<file path="src/rtl/jmsd_pkg.sv">
// ----------------------------------------------------------------------------
// jmsd_pkg
// Shared types, sizes and register indexes of the joint motion settle detector.
// ----------------------------------------------------------------------------
package jmsd_pkg;

   localparam int JOINT_COUNT   = 7;
   localparam int HISTORY_DEPTH = 10;
   localparam int POS_W         = 16;
   localparam int TOL_W         = 16;
   localparam int CSR_DATA_W    = 16;
   localparam int HEAD_W        = (HISTORY_DEPTH > 1) ? $clog2(HISTORY_DEPTH) : 1;
   localparam int CSR_INDEX_W   = $clog2(JOINT_COUNT + 1);

   // register indexes: tolerance first, then one commanded position per joint
   localparam logic [CSR_INDEX_W-1:0] CSR_TOLERANCE = CSR_INDEX_W'(0);
   localparam int                     CSR_CMD_BASE  = 1;

   typedef logic signed [POS_W-1:0]       pos_type;
   typedef pos_type [JOINT_COUNT-1:0]     row_type;
   typedef row_type [HISTORY_DEPTH-1:0]   hist_type;
   typedef logic [TOL_W-1:0]              tol_type;

   typedef struct packed {
      logic signed [15:0] joint_pos_0;
      logic signed [15:0] joint_pos_1;
      logic signed [15:0] joint_pos_2;
      logic signed [15:0] joint_pos_3;
      logic signed [15:0] joint_pos_4;
      logic signed [15:0] joint_pos_5;
      logic signed [15:0] joint_pos_6;
   } req_payload_type;

   typedef struct packed {
      logic target_reached;
      logic motion_started;
      logic still_moving;
   } rsp_payload_type;

   function automatic row_type payload_to_row(input req_payload_type p);
      row_type r;
      r[0] = p.joint_pos_0;
      r[1] = p.joint_pos_1;
      r[2] = p.joint_pos_2;
      r[3] = p.joint_pos_3;
      r[4] = p.joint_pos_4;
      r[5] = p.joint_pos_5;
      r[6] = p.joint_pos_6;
      return r;
   endfunction

endpackage

</file>
<file path="src/rtl/jmsd_row_cmp.sv">
// ----------------------------------------------------------------------------
// jmsd_row_cmp
// Flags two joint rows that differ by more than tolerance on any joint.
// ----------------------------------------------------------------------------
module jmsd_row_cmp
   import jmsd_pkg::*;
(
   input  row_type row_a,
   input  row_type row_b,
   input  tol_type tolerance,
   output logic    deviate
);

   logic signed [POS_W:0] diff [JOINT_COUNT];
   logic        [POS_W:0] mag  [JOINT_COUNT];
   logic [JOINT_COUNT-1:0] over;

   always_comb begin
      for (int j = 0; j < JOINT_COUNT; j++) begin
         // exact 17-bit difference, then magnitude
         diff[j] = {row_a[j][POS_W-1], row_a[j]} - {row_b[j][POS_W-1], row_b[j]};
         mag[j]  = diff[j][POS_W] ? (POS_W+1)'(-diff[j]) : (POS_W+1)'(diff[j]);
         over[j] = mag[j] > {1'b0, tolerance};
      end
   end

   assign deviate = |over;

endmodule

</file>
<file path="config.mk">
export PLATFORM = sky130hd
export DESIGN_NAME = jmsd_row_cmp
export DESIGN_NICKNAME = d
export VERILOG_FILES = /design/src/rtl/jmsd_pkg.sv /design/src/rtl/jmsd_row_cmp.sv
export SDC_FILE = /design/constraint.sdc
export NUM_CORES = 1
export LEC_CHECK = 0
export CORE_MARGIN = 10
export CORE_UTILIZATION = 65
export DETAILED_ROUTE_END_ITERATION = 7
export DONT_BUFFER_PORTS = 1
export PLACE_DENSITY_LB_ADDON = 0.15
export SLEW_MARGIN = 20
export SYNTH_ARGS = -nofsm -noshare
export SYNTH_HDL_FRONTEND = slang
export SYNTH_SLANG_ARGS = --single-unit
</file>
<file path="constraint.sdc">
create_clock -name vclk -period 7.4
set_input_delay 1.11 -clock vclk [all_inputs]
set_output_delay 1.11 -clock vclk [all_outputs]
set_load 0.1 [all_outputs]
</file>
==> results_dict.tcl <==
set metrics [dict create \
    run_status "completed" \
    drv_slew 0 \
    worstHoldPathType "primary input to primary output" \
    nNetsFinal 1997 \
    syn_nets 2008 \
    grt_max_degree 18 \
    timing.final.hold_violations 0 \
    post_synth_inst_count 1530 \
    io_buffer_count 0 \
    finalNonFillerCells 1733 \
    fmaxAchievable_ghz 0.142 \
    antenna_found_initial 0 \
    yosys_warnings 0 \
    cellLeakagePower_uw 0.00521 \
    wl_per_cell_um 16.4 \
    core-area_um2 16000 \
    finalCriticalPeriod_ps 7050 \
    initial_util_pct 67.0 \
    crit_start "row_a[80]" \
    totalPowerFinal_uw 1450 \
    min-delay-start "row_a[15]" \
    floorplan.die_area_um2 22000 \
    first_pass_grt_wire_length_um 46000 \
    synthDominantCellAreaShare_pct 27.0 \
    grtUsageTotal_pct 23.7 \
    die_h_um 148 \
    diodes 0 \
    mostFrequentLayoutCell "ha_1" \
    setup_total_negative_slack_ps 0 \
    layout.core_utilization_pct 69.2 \
    synth_largest_area_cell "ha_1" \
    drc 0 \
    cell_area_after_synthesis_um2 10700 \
    power_density_nw_per_um2 131 \
    drive_gt1_share_pct 4.55 \
    drt_first_pass_iters 5 \
    chipWidth_um 148 \
    cp_data_required_time_ps 6290 \
    area_delta_synth_final_pct 3.30 \
    area_used_by_multi_input_combinational_logic_um2 10100 \
    place.detailed.hpwl_um 24100 \
    overflow 0 \
    nFillCells 1470 \
    vias_per_cell 6.18 \
    cts_hold_buf 0 \
    cap_violations 0 \
    min_period_over_period_pct 95.3 \
    synth_top_cells_by_area "ha_1 27%, xnor2_1 9.5%, inv_1 6.1%" \
    synth.yosys.seq_area_share_pct 0 \
    detailedRoute.firstIterationViolations 509 \
    place.detailed.instances 1731 \
    stdcell_area_um2 11100 \
    n_sequential_cell 0 \
    max_slew_margin_pct 47.4 \
    end_kind "primary output" \
    finalWirelength_um 28300 \
    count_of_pins_on_the_block_boundary 241 \
    grt_pass1_vias 10100 \
    placedInstanceArea_um2 10900 \
    critPathArrivalTime_ps 5940 \
    clkbuf_count 0 \
    worst-slew-pin-transition_ps 777 \
    route.vias.total 10700 \
    layout.cells.most_common_list "231 x ha_1, 174 x inv_1, 138 x nor2_1" \
    start_kind "primary input" \
    final-setup-viol-count 0 \
    num_rows 46 \
    average_footprint_of_a_synthesized_cell_um2 7.00 \
    critPathKind "primary input to primary output" \
    place_congestion 0.912 \
    regArea_um2 0 \
    ir_drop_mv 0.0695 \
    synth_cell_types 88 \
    final_antenna_net_count 0 \
    path_max_fanout 5 \
]
==> worst max-delay path, stage by stage <==
cell and delay, ps:
inv_1 30, ha_1 210, fa_1 410, nand2b_1 180, a21oi_1 330, nor2_1 160
nor3_1 340, nor4b_1 370, and2_1 230, a31oi_1 100, xor2_1 180, ha_1 310
nand4_1 120, o32a_1 370, o31ai_1 100, o21ai_0 230, nor4b_2 310, o211ai_1 130
nor4_1 280, nand3b_1 220, buf_12 230
==> cell families (layout without fill, tap and decap cells) <==
family	Yosys count	after routing	synth area share, %
xor+xnor	176	176	14.4
buf+inv	196	183	7.00
compound gates	434	434	27.0
simple gates	482	482	23.0
mux	4	4	0.385
fa+ha+maj	238	238	28.3
==> through the flow <==
step / setup WS [ps] / hold WS [ps]
final: 347 / 3090
after global placement: 301 / 3040
after global routing: -17.5 / 3080
after floorplan: 62.4 / 3280
after detailed placement: 127 / 3050
after CTS: 107 / 3050
==> layer usage <==
metal	vias up	global-route usage [%]	part of all wire, %
met5	-	0	0
met4	0	3.17	1.3
met3	27	4.25	6.5
met2	293	42.8	48
met1	4879	28.9	44
li1	5514	-	-
==> path summary, 6_finish.rpt <==
check	end	depth (start not counted)
max	deviate	21
min	deviate	5
==> timing repair <==
item                                    in CTS  in global routing
gates resized for setup                      0                 26
setup buffers                                0                  2
endpoints found under the setup margin       0                  1
==> layout make-up <==
cell class,instances,area share (%)
repair buffers,9,0.723
well taps,216,2.44
multi-input cells,1334,90.9
inverters,174,5.90
==> power breakdown <==
| part | total, uW | switching, uW | internal (uW) |
|---|---|---|---|
| combinational | 1450 | 820 | 625 |
| clock | 0 | 0 | 0 |
| sequential | 0 | 0 | 0 |
| total | 1450 | 820 | 625 |
==> synth_stat cells, drive strengths merged (7+ instances only) <==
library cell  count
ha              231
inv             174
nor2            141
a21oi           124
xnor2           116
o21ai            94
nand2            92
xor2             60
nand3            35
nand2b           33
nor3             32
nor2b            31
a21o             29
nand4            29
a31oi            25
a211oi           24
o21a             22
clkbuf           16
or3              15
or2              14
and3             12
o211ai           12
o31ai            12
nor4             11
a2111oi           9
a311oi            9
o21bai            8
o31a              8
and2              7
fa                7
o22ai             7
(Power assumes the default switching activity.)
