$ cat src/rtl/jmsd_pkg.sv
// ----------------------------------------------------------------------------
// jmsd_pkg
// Shared types, sizes and register indexes of the joint motion settle detector.
// ----------------------------------------------------------------------------
package jmsd_pkg;

   localparam int JOINT_COUNT   = 7;
   localparam int HISTORY_DEPTH = 10;
   localparam int POS_W         = 16;
   localparam int TOL_W         = 16;
   localparam int CSR_DATA_W    = 16;
   localparam int HEAD_W        = (HISTORY_DEPTH > 1) ? $clog2(HISTORY_DEPTH) : 1;
   localparam int CSR_INDEX_W   = $clog2(JOINT_COUNT + 1);

   // register indexes: tolerance first, then one commanded position per joint
   localparam logic [CSR_INDEX_W-1:0] CSR_TOLERANCE = CSR_INDEX_W'(0);
   localparam int                     CSR_CMD_BASE  = 1;

   typedef logic signed [POS_W-1:0]       pos_type;
   typedef pos_type [JOINT_COUNT-1:0]     row_type;
   typedef row_type [HISTORY_DEPTH-1:0]   hist_type;
   typedef logic [TOL_W-1:0]              tol_type;

   typedef struct packed {
      logic signed [15:0] joint_pos_0;
      logic signed [15:0] joint_pos_1;
      logic signed [15:0] joint_pos_2;
      logic signed [15:0] joint_pos_3;
      logic signed [15:0] joint_pos_4;
      logic signed [15:0] joint_pos_5;
      logic signed [15:0] joint_pos_6;
   } req_payload_type;

   typedef struct packed {
      logic target_reached;
      logic motion_started;
      logic still_moving;
   } rsp_payload_type;

   function automatic row_type payload_to_row(input req_payload_type p);
      row_type r;
      r[0] = p.joint_pos_0;
      r[1] = p.joint_pos_1;
      r[2] = p.joint_pos_2;
      r[3] = p.joint_pos_3;
      r[4] = p.joint_pos_4;
      r[5] = p.joint_pos_5;
      r[6] = p.joint_pos_6;
      return r;
   endfunction

endpackage

$ cat src/rtl/jmsd_history.sv
// ----------------------------------------------------------------------------
// jmsd_history
// History ring of past joint rows plus the latest row.
// ----------------------------------------------------------------------------
module jmsd_history
   import jmsd_pkg::*;
(
   input  logic     clock,
   input  logic     reset,
   input  logic     update,
   input  row_type  sample,
   output hist_type view
);

   hist_type            hist_ff;
   row_type             current_ff;
   logic [HEAD_W-1:0]   head_ff;
   logic [HEAD_W-1:0]   head_in;
   logic                first_ff;

   // ring as it stands once this sample is taken in
   always_comb begin
      for (int i = 0; i < HISTORY_DEPTH; i++) begin
         if (first_ff) begin
            view[i] = sample;
         end else if (head_ff == HEAD_W'(i)) begin
            view[i] = current_ff;
         end else begin
            view[i] = hist_ff[i];
         end
      end
   end

   always_comb begin
      if (first_ff || head_ff == HEAD_W'(HISTORY_DEPTH - 1)) begin
         head_in = '0;
      end else begin
         head_in = head_ff + HEAD_W'(1);
      end
   end

   always_ff @(posedge clock) begin
      if (reset) begin
         first_ff <= 1'b1;
         head_ff  <= '0;
      end else if (update) begin
         first_ff <= 1'b0;
         head_ff  <= head_in;
      end
   end

   always_ff @(posedge clock) begin
      if (update) begin
         hist_ff    <= view;
         current_ff <= sample;
      end
   end

endmodule
$ cat config.mk
export PLATFORM = sky130hd
export DESIGN_NAME = jmsd_history
export DESIGN_NICKNAME = d
export VERILOG_FILES = /design/src/rtl/jmsd_pkg.sv /design/src/rtl/jmsd_history.sv
export SDC_FILE = /design/constraint.sdc
export NUM_CORES = 2
export LEC_CHECK = 0
export ABC_AREA = 0
export BUFFER_PORTS_ARGS = -buffer_cell sky130_fd_sc_hd__buf_2
export CAP_MARGIN = 0
export CORE_AREA = 2 2 480 482
export DETAILED_ROUTE_END_ITERATION = 7
export DIE_AREA = 0 0 482 484
export HOLD_SLACK_MARGIN = 0.05
export PLACE_DENSITY = 0.49
export SKIP_LAST_GASP = 1
export SYNTH_ARGS = -nofsm -noshare
export SYNTH_HDL_FRONTEND = slang
export SYNTH_SLANG_ARGS = --single-unit
export TNS_END_PERCENT = 1
$ cat constraint.sdc
create_clock -name clock -period 1.9 [get_ports clock]
set_input_delay 0.095 -clock clock [delete_from_list [all_inputs] [get_ports clock]]
set_output_delay 0.095 -clock clock [all_outputs]
set_load 0.005 [all_outputs]
==> metrics.txt <==
crit path DAT 2.87 ns; nets 6582; DRC viols 0; initial antenna violation count 10; Hold Crit Depth 3; synthesized instance count 4250; post-synthesis average cell area 13.39 sq um; # rows 176; Tmin final 2.968 ns; Routed Antenna Nets 0; worst setup margin -1.068 ns; Syn. warnings 0; PwrDens 900.5 mW/mm^2; unrepaired setup endpoints after global routing true; Synth area leaders edfxtp_1 65%, a211oi_1 13%, nor3_1 9.0%; Reg2Reg Depth 5; Ports 1235; worst vdd ir 0.7633 mV; total grt overflow 0; outcome finished with violations; Core Area 0.2286 sq mm; Die H 484 microns; R2R Setup Slk -0.26 ns; Hold WS 0.008263 ns; vias in the first global route 47780; CTS buffer count 151; dominant cell type by area after synthesis edfxtp_1; Critical Path Start Type flop; number of fill cells 22500; routed length per placed instance 29.15 microns; fraction of layout cells with a size suffix above 1 48.37%; Worst Path Max Fanout 18; measured slew at the worst slew-check pin 1.363 ns; Fin. Hold Viols 0; initial core utilization 24.90%; Vias/cell 5.197; r2r endpoint hist_ff[997]$_DFFE_PP_; Endpoint, Worst Hold hist_ff[356]$_DFFE_PP_; Setup crit end kind primary output; net count after synthesis 4369; Final setup viols 2043; clock sinks 1237; Worst-Skew Late Latency 0.82 ns; H-Tree Depth 4; Synth Register Bits 1237; Die Span X 482 microns; CTS tree built; DP Wirelength 193.8 mm; f_max 337.0 MHz; Crit path required time 1.80 ns; final WL 280.2 mm; DR pass1 iterations 6; RD Place Congestion 0.8721; Place WS -0.7438 ns; maxcap violations 0; global-route wire length before repair 376.3 mm; Seq/Total Area, Yosys 65.17%; clock root buffer clkbuf_16; die area 0.2333 sq mm; Static Leakage 0.02997 uW; HP Start sample[20]; Vias 49960; Setup CP Type flop to primary output; Hold-fix buffers, CTS 209; R2R Path Start first_ff$_SDFFE_PP1P_; Synth cell types 33; hold crit path type input pin to flop; Final Max Tran Viols 0; Worst slew margin 8.931%; Worst Skew 0.03560 ns; clk slew on worst S/H paths 0.06 ns; Period Utilization, post-route 156.2%; synth-to-layout area growth 48.22%; largest net degree at the start of global routing 67; DRT iter0 DRCs 4459; failing checks setup timing; port bufs 1234; Final Util 36.91%; Bufs on Longest Clock Path 3; Global Route Usage Sum 22.29%; post-synth top area share 64.99%; Power, Total 75980 uW; cell area after synthesis 0.05692 sq mm
-- worst max-delay path, stage by stage (launching register included) --
cell	delay, ns
dfxtp_4	0.36
inv_2	0.08
ha_2	0.21
nor3b_4	0.22
buf_12	0.16
buf_16	0.17
buf_8	0.20
nor3_1	0.07
a211oi_1	0.27
buf_4	0.18
buf_2	0.11
-- cell type report --
| cell class | instances | area [sq um] | area share [%] |
|---|---|---|---|
| clock inverter | 81 | 739.5 | 0.8764 |
| timing repair buffer | 2575 | 20480 | 24.27 |
| antenna | 9 | 22.52 | 0.02669 |
| multi-input combinational | 2494 | 18250 | 21.63 |
| sequential | 1237 | 37110 | 43.98 |
| clock buffer | 187 | 3978 | 4.714 |
| tap | 3026 | 3786 | 4.487 |
| inverter | 4 | 15.01 | 0.01779 |
-- how the worst max path moves through the flow --
stage | startpoint | endpoint | slack (ns) | cells past startpoint
after floorplan | head_ff[0]$_SDFFE_PP0P_ | hist_ff[16]$_DFFE_PP_ | 0.13 | 7
after global placement | current_ff[51]$_DFFE_PP_ | hist_ff[499]$_DFFE_PP_ | -0.85 | 4
after detailed placement | head_ff[0]$_SDFFE_PP0P_ | view[104] | -0.74 | 8
after CTS | head_ff[1]$_SDFFE_PP0P_ | view[572] | -1.11 | 12
after global routing | head_ff[0]$_SDFFE_PP0P_ | view[108] | -1.18 | 10
final | head_ff[0]$_SDFFE_PP0P_ | view[65] | -1.07 | 10
-- kinds of logic after synthesis --
group	Yosys count	synth area share, %
adders and majority gates	4	0.08792
DFF	1237	65.17
muxes	1	0.01758
buffers and inverters	519	5.515
AOI/OAI and AO/OA	1125	15.79
and+or+nand+nor	1363	13.41
xor gates and xnor gates	1	0.01539
-- synth_stat cells --
cell type	n
nor3_1	1020
or4_1	1
a211oi_2	110
dfxtp_1	5
buf_1	57
nand4_1	1
buf_8	1
buf_6	68
or3_1	1
nor3b_2	4
buf_2	281
xnor2_1	1
mux2i_1	1
buf_12	12
inv_1	4
clkbuf_1	40
edfxtp_1	1232
a21o_1	1
clkbuf_2	35
nor3_2	100
ha_1	4
and3b_1	6
and3_1	1
nor2b_1	113
o41ai_1	1
a211oi_1	1010
a21oi_1	2
nor2_1	11
nand2_1	3
o21ai_0	1
buf_4	21
nor2_2	101
nand3_1	1
-- flip-flops by register name (all words and copies together) (netlist names) --
name	cells
current_ff	112
first_ff	1
head_ff	4
hist_ff	1120
-- cells in the final DEF, fill, tap and decap left out, types with 105 or more instances in the layout --
master | synthesis | final
nor3_1 | 1020 | 1019
buf_2 | 281 | 1216
buf_12 | 12 | 204
a211oi_1 | 1010 | 737
nor2b_1 | 113 | 105
clkbuf_16 | 0 | 170
edfxtp_1 | 1232 | 1232
buf_4 | 21 | 860
dlygate4sd3_1 | 0 | 209
a211oi_2 | 110 | 374
-- stage by stage --
| step | std cells | cell area (sq um) | TNS (ns) |
|---|---|---|---|
| floorplan | 4250 | 56920 | 0 |
| global placement | 9027 | 74040 | -395.20 |
| detailed placement | 9028 | 74070 | -392.21 |
| CTS | 9554 | 82870 | -1227.18 |
| global route | 9609 | 84360 | -1385.00 |
| finish | 9613 | 84370 | -1111.20 |
-- where the power goes --
| group | switching (uW) | internal, uW | total, uW |
|---|---|---|---|
| clock | 12300 | 16100 | 28500 |
| combinational | 8380 | 5840 | 14200 |
| sequential | 609 | 32700 | 33300 |
| total | 21300 | 54600 | 76000 |
-- routing by layer --
layer	track usage, %	vias to the layer above	routed length, microns
met2	34.74	2450	127200
li1	-	21760	-
met5	0	-	11
met4	8.641	2	12570
met3	5.201	457	24440
met1	29.82	25290	116000
-- what timing repair did --
action	4_1_cts	5_1_grt
endpoints found under the setup margin	2160	2214
hold endpoints to repair	1422	1
pin swaps	38	50
cloned	15	16
resized for setup	236	165
buffers inserted	34	36
(Power assumes the default switching activity.)
